### src/sv/glos_ram.sv
`timescale 1ns / 1ps
// ----------------------------------------------------------------------------
// Generic RAM
// Single write port, single read port, registered read data.
// ----------------------------------------------------------------------------
module glos_ram #(
	parameter int Width = 1,
	parameter int Depth = 16
) (
	input  logic                     clk,
	input  logic                     we,
	input  logic [$clog2(Depth)-1:0] waddr,
	input  logic [Width-1:0]         wdata,
	input  logic [$clog2(Depth)-1:0] raddr,
	output logic [Width-1:0]         rdata
);
	logic [Width-1:0] mem [Depth];

	always_ff @(posedge clk) begin
		if (we) begin
			mem[waddr] <= wdata;
		end
		rdata <= mem[raddr];
	end
endmodule

### config.mk
export PLATFORM = sky130hd
export DESIGN_NAME = glos_ram
export DESIGN_NICKNAME = d
export VERILOG_FILES = /design/src/sv/glos_ram.sv
export SDC_FILE = /design/constraint.sdc
export NUM_CORES = 1
export LEC_CHECK = 0
export ABC_AREA = 1
export BUFFER_PORTS_ARGS = -buffer_cell sky130_fd_sc_hd__clkbuf_2
export CAP_MARGIN = 20
export CORE_MARGIN = 2
export CORE_UTILIZATION = 40
export DETAILED_ROUTE_END_ITERATION = 7
export MAX_ROUTING_LAYER = met4
export PLACE_DENSITY = 0.58
export SETUP_SLACK_MARGIN = 0.15
export SLEW_MARGIN = 5
export SYNTH_ARGS = -nofsm -noshare
export SYNTH_HDL_FRONTEND = slang
export SYNTH_SLANG_ARGS = --single-unit
### constraint.sdc
create_clock -name clk -period 0.9 [get_ports clk]
set_clock_uncertainty 0.05 [all_clocks]
set_input_delay 0.09 -clock clk [delete_from_list [all_inputs] [get_ports clk]]
set_output_delay 0.09 -clock clk [all_outputs]
set_load 0.1 [all_outputs]
== After elaboration in Yosys (flattened, before gate mapping) ==
Memories as Yosys holds them, arrays and structs flattened. A register that Yosys moved wholly into a read port is not among the register bits.
Cells that the tools add are included.
Storage, ports and cells
  bits in writable memories: 16
  flip-flop bits (word level): 0
  memories: 1
  word-level logic and storage cells: 3
  input port bits: 11
Memories
  mem: depth 16, bits a word 1, read ports 1, clocked after Yosys merged registers in 1, write ports 1, RTL line 17  | logic [Width-1:0] mem [Depth];
Operators by class
  multiplexer cells: 2
Operator list (number)
  2-to-1 mux 1 bit: 2

== Longest topological paths before layout ==
Gate-level depths: netlist (run 1).
  depth in word-level cells: 2
  depth in mapped cells: 8
  gate-level depth less buffers: 7

== Worst setup path after synthesis (run 1) ==
Ideal clock, no wire load.
  path type: flip-flop to output port
  from: register rdata, read port of mem
  to: output port rdata
  data required time: 760 ps
  path slack: -149 ps
  buffers on the path: 0
  cell stages (with the launch flop): 1
  arrival: 909 ps
  cell sequence: dfxtp_1
RTL lines
  from (decl): RTL line 15  | output logic [Width-1:0] rdata
No word-level cell between the ends.

== Final worst setup path (run 1) ==
  from: register rdata, read port of mem
  to: output port rdata
No word-level cell between the ends.

==> impl_metrics.toml, run 1 <==
[run_status]
status = "finished, violations left"
failed_checks = "negative setup slack"

[synthesis]
synth.most_common_cell = "nand2_1"
synth_area_leaders = "edfxtp_1 (57%), nand2_1 (11%), inv_1 (8.4%)"
ys.flop_type = "edfxtp_1"
synth_area_per_cell_um2 = 8.824
netlist_top_cells_count = "nand2_1 (24), inv_1 (19), edfxtp_1 (16)"
yosys.cell_types.count = 11
synth_top_area_share_pct = 56.72
synth_edf_count = 16
yosysSeqAreaShare_pct = 59.08
syn_inst = 96
synth_area_um2 = 847.1
ys_warn_count = 0
synthArstFlopShare_pct = 0
synthesis.nets = 107
synth.largest_area_cell = "edfxtp_1"
ys_ff_latch = 17

[power]
p_clk_share_pct = 25.8
seqPwrFrac_pct = 59.8
vdd_ir_drop_max_v = 0.0009862
swShare_pct = 24.37
p_sw_w = 0.0003639
power_density_nw_per_um2 = 1471
fin_total_pwr_w = 0.001493
intPower_w = 0.001129
pwr-share-comb_pct = 14.4
cellLeakagePower_nw = 0.4492

[floorplan]
core_um2 = 1982
ios = 12
row_count = 16
start_util_pct = 42.74
die_width_um = 50.02
die_y_um = 50.02
dieArea_um2 = 2502

[worst_hold_path]
holdPathStages = 4
min_from = "raddr[2]"
hold_class = "input pin to register"
worstHoldEndpoint = "rdata$_DFF_P_"

[drt]
via_per_inst = 4.514
drtAntennaViolNets = 0
drc_errors = 0
drtIter0Drc = 11
wl_per_cell_um = 9.928
via_count = 623
firstDrtPassIters = 4
drt_wl_total_um = 1370

[timing]
slew_headroom_pct = 82.88
fmax_ghz = 1.063
fin_crit_ps = 940.4
rsz0062_at_grt = "true"
fin_ws_ps = -40.41
tightest_slew_ps = 256.9
final-setup-viol-count = 2
finalMaxSlewViolations = 0
finalCritPeriodShare_pct = 104.5
hold_viol = 0

[global_route]
grt_max_degree = 17
grt_pass1_vias = 576
overflow = 0
grt_first_pass_wirelength_um = 2449
grt_antenna_before_repair = 0
grt_util_all_layers_pct = 13.50

[clocking]
post_cts_buffers = 0
cts_sinks = 17
clockBufferDepth = 2
cts-htree-levels = 1
cts-root-buf = "clkbuf_4"
clk_pin_slew_ps = 90
insertion_delay_ps = 280
cts_buffers = 3
tritoncts = "built"

[critical_path]
critPathBufInv = 1
cp_max_fo = 1
worst_path_largest_cell_delay_ps = 350
cp.depth = 1
critical_path_arrival_ps = 800
worstPathCellList = "buf_12"
crit_family = "flip-flops"
cp_slowest_cell = "dfxtp_2"
crit_type = "register to output pin"
cp.required_ps = 760
worstSetupStartpointType = "register"
cp-end-kind = "output pin"
r2r_start = "mem[4]$_DFFE_PP_"
rr_worst_depth = 6
r2r-end = "rdata$_DFF_P_"
timing.reg2reg.setup_slack_ps = 0

[layout]
multi_input_area_um2 = 286.5
final_nets = 123
drive_above_1_share_pct = 25.23
syn2layout_area_growth_pct = 19.79
final_util_pct = 51.20
post-route-cell-area_um2 = 1015
final-seq-area_um2 = 501.7
antenna_cells = 0
nFillCells = 190

[placed_design]
port_buffers = 11
gp_congestion = 0.7327
post-dp-hpwl_um = 1088
post_dp_cell_area_um2 = 973.4
place_ws_ps = -51.37

[job]
drv_cap = 0
[through the flow]
stage / TNS (ps) / hold WS, ps / std cells
detailed placement: -312.7 / 287.4 / 133
global placement: -167.0 / 284.5 / 133
CTS: -58.05 / 79.92 / 138
finish: -44.60 / 82.80 / 138
global route: -160.7 / 99.11 / 138
floorplan: 0 / 138.9 / 96
[cells by family after synthesis]
| family | count (synthesis) | share of synthesized area [%] |
|---|---|---|
| AND/OR/NAND/NOR | 57 | 29.40 |
| buffers and inverters | 22 | 11.52 |
| flip-flops | 17 | 59.08 |
[worst min-delay path, stage by stage]
cell and delay (ps):
clkbuf_2 100, nand3_1 90, nand3_1 60, nand2_1 50
[power by group through the flow]
stage | registers (W) | logic, W | clock network [W]
CTS | 0.000893 | 0.000216 | 0.000395
floorplan | 0.000945 | 0.000101 | 0
global placement | 0.000911 | 0.000211 | 0
global route | 0.000895 | 0.000238 | 0.000436
detailed placement | 0.000911 | 0.000212 | 0
finish | 0.000892 | 0.000215 | 0.000386
[flip-flops by register name (all words and copies together) (netlist names)]
| name | cells |
|---|---|
| mem | 16 |
| rdata | 1 |
[per-layer routing]
metal	track usage [%]	share of wire (%)
met5	-	0
met4	8.333	2.8
met3	0.9091	4.2
met2	19.52	45
met1	18.47	48
[how the worst max path moves through the flow]
| stage | start | end | slack (ps) |
|---|---|---|---|
| final | rdata$_DFF_P_ | rdata | -40 |
| after global routing | mem[7]$_DFFE_PP_ | rdata$_DFF_P_ | -80 |
| after CTS | rdata$_DFF_P_ | rdata | -50 |
| after detailed placement | waddr[0] | mem[0]$_DFFE_PP_ | -50 |
| after global placement | waddr[2] | mem[3]$_DFFE_PP_ | -40 |
| after floorplan | mem[2]$_DFFE_PP_ | rdata$_DFF_P_ | 60 |
[area by class of cell]
class / count / area share (%)
sequential: 17 / 49.45
multi-input combinational: 57 / 28.24
timing repair buffer: 12 / 7.892
tap: 27 / 3.329
clock buffer: 4 / 2.589
inverter: 21 / 8.508
[cell usage in the layout (no fill, tap or decap)]
cell type      synthesis  final
nor3_1                 8      2
inv_2                  1      1
clkbuf_4               0      3
dlygate4sd3_1          0      1
nand3_2                0      1
clkbuf_2               0     10
inv_8                  1      1
edfxtp_1              16     16
dfxtp_2                0      1
nor2_1                 8      8
buf_12                 0      1
nand2_1               24     23
inv_1                 19     19
nand3_1               14     13
nand2_2                3      4
clkbuf_1               0      1
nor3_2                 0      6
[repair_timing]
action | 4_1_cts | 5_1_grt
hold endpoints to repair | 1 | 0
endpoints found under the setup margin | 2 | 2
gates resized for setup | 0 | 1
hold buffers | 1 | 0
pin swaps | 9 | 5
Note: power is estimated with default switching activity, not from simulation.
==> run 2: changes to the inputs <==
--- a/config.mk
+++ b/config.mk
@@ -10,9 +10,11 @@
 export CAP_MARGIN = 20
 export CORE_MARGIN = 2
 export CORE_UTILIZATION = 40
+export CTS_CLUSTER_SIZE = 28
 export DETAILED_ROUTE_END_ITERATION = 7
 export MAX_ROUTING_LAYER = met4
 export PLACE_DENSITY = 0.58
+export RECOVER_POWER = 100
 export SETUP_SLACK_MARGIN = 0.15
 export SLEW_MARGIN = 5
 export SYNTH_ARGS = -nofsm -noshare
==> constraint.sdc (replaced) <==
create_clock -name clk -period 0.9 [get_ports clk]
set_clock_uncertainty 0.05 [all_clocks]
set_input_delay 0.09 -clock clk [delete_from_list [all_inputs] [get_ports clk]]
set_output_delay 0.09 -clock clk [all_outputs]
set_load 0.02 [all_outputs]
==> impl_metrics.toml, run 2 (synthesis gave the netlist of run 1 again) <==
[timing]
tightest_slew_ps = 539.6
final-setup-viol-count = 1
fin_crit_ps = 935.2
hold_viol = 0
finalCritPeriodShare_pct = 103.9
rsz0062_at_grt = "true"
slew_headroom_pct = 64.03
fin_ws_ps = -35.18
fmax_ghz = 1.069
finalMaxSlewViolations = 0

[placed_design]
gp_congestion = 0.7222
port_buffers = 11
post_dp_cell_area_um2 = 957.2
post-dp-hpwl_um = 1018

[floorplan]
row_count = 16
die_width_um = 50.02
ios = 12
start_util_pct = 42.74
die_y_um = 50.02
dieArea_um2 = 2502
core_um2 = 1982

[clocking]
clockBufferDepth = 2
cts_sinks = 17
clk_pin_slew_ps = 100
cts-root-buf = "clkbuf_4"
tritoncts = "built"
insertion_delay_ps = 280
cts-htree-levels = 1
cts_buffers = 3
post_cts_buffers = 0

[global_route]
grt_first_pass_wirelength_um = 2387
grt_pass1_vias = 575
grt_antenna_before_repair = 0
grt_max_degree = 17
overflow = 0
grt_util_all_layers_pct = 13.62

[drt]
firstDrtPassIters = 4
drt_wl_total_um = 1506
via_per_inst = 4.493
wl_per_cell_um = 10.91
drc_errors = 0
via_count = 620
drtAntennaViolNets = 0
drtIter0Drc = 12

[layout]
final_cell_mix = "nand2_1 (24), inv_1 (18), edfxtp_1 (16)"
drive_above_1_share_pct = 23.42
largest_reg_flops = 16
post-route-cell-area_um2 = 1007
reg_top3 = "mem x16, rdata x1"
layout_commonest_cell = "nand2_1"
regMostFlops = "mem"
antenna_cells = 0
final_util_pct = 50.82
syn2layout_area_growth_pct = 18.91
final_nets = 123

[power]
cellLeakagePower_nw = 0.4500
swShare_pct = 23.29
seqPwrFrac_pct = 60.8
vdd_ir_drop_max_v = 0.0009184
p_sw_w = 0.0003405
power_density_nw_per_um2 = 1451
p_clk_share_pct = 26.7
pwr-share-comb_pct = 12.5
intPower_w = 0.001121

[critical_path]
worstPathCellList = "inv_1, nand2_1, nand3_1, nand3_2, nand3_2, nand2_1"
timing.reg2reg.setup_slack_ps = -40
worstSetupStartpointType = "register"
critical_path_arrival_ps = 1070
cp_max_fo = 1
cp_slowest_cell = "edfxtp_1"
cp-end-kind = "register"
worst_path_largest_cell_delay_ps = 380
cp.required_ps = 1040
crit_type = "register to register"

[run_status]
failed_checks = "negative setup slack"
status = "finished, violations left"

[job]
drv_cap = 0

[worst_hold_path]
hold_class = "input pin to register"
==> run 2: cell types whose count changed in the layout (fill, tap and decap cells not counted), moves of 2 or more <==
cell / delta
clkbuf_1: +2
clkbuf_2: -2
nand3_1: -7
nand3_2: +7
nor3_1: +6
nor3_2: -6
==> run 2: final timing paths <==
check | cells past startpoint | startpoint | end
max | 6 | mem[15]$_DFFE_PP_ | rdata$_DFF_P_
min | 4 | raddr[2] | rdata$_DFF_P_
max reg2reg | 6 | mem[15]$_DFFE_PP_ | rdata$_DFF_P_
min reg2reg | 6 | mem[12]$_DFFE_PP_ | rdata$_DFF_P_
==> run 2: timing repair <==
action                                  4_1_cts  5_1_grt
resized for setup                             6        5
endpoints found under the setup margin        2        2
hold buffers                                  1        0
pin swaps                                    10        4
gates cloned                                  0        0
hold endpoints to repair                      1        0
==> run 2: final cells by class <==
| class | instances | area [um^2] |
|---|---|---|
| multi-input combinational | 57 | 289.0 |
| timing repair buffer | 12 | 71.32 |
| clock buffer | 4 | 26.28 |
| sequential | 17 | 500.5 |
| inverter | 21 | 86.33 |
| fill | 196 | 974.7 |
| tap | 27 | 33.78 |
==> run 2: worst max-delay path: cells and delay by family (launching register included) <==
kind,cells,cell delay [ps]
simple gates,5,360
buf+inv,1,60
flops,1,380
==> run 2: metal layers <==
| layer | share of wire, % | global-route usage, % | routed length [um] | vias up |
|---|---|---|---|---|
| li1 | - | - | - | 339 |
| met1 | 44 | 16.24 | 660 | 265 |
| met2 | 50 | 19.96 | 760 | 14 |
| met3 | 3.9 | 2.424 | 58 | 2 |
| met4 | 1.8 | 11.11 | 27 | 0 |
| met5 | 0 | - | 0 | - |
==> run 2: metrics by stage <==
stage	setup TNS (ps)	cells	hold slack, ps	total power [W]	setup slack, ps
floorplan	0	96	138.9	0.001013	66.53
global placement	-195.3	133	281.0	0.001070	-66.39
finish	-35.18	138	95.70	0.001462	-35.18
detailed placement	-208.8	133	285.6	0.001069	-47.29
global route	-134.4	138	83.62	0.001542	-95.85
CTS	0	138	62.80	0.001468	0.6422
==> run 2: power by group through the flow <==
stage                     logic (W)  registers, W  clock network [W]
after floorplan            0.000101      0.000912                  0
after global placement     0.000164      0.000906                  0
after detailed placement   0.000163      0.000906                  0
after CTS                  0.000181      0.000889           0.000398
after global routing       0.000204      0.000891           0.000447
final                      0.000183      0.000889           0.000390
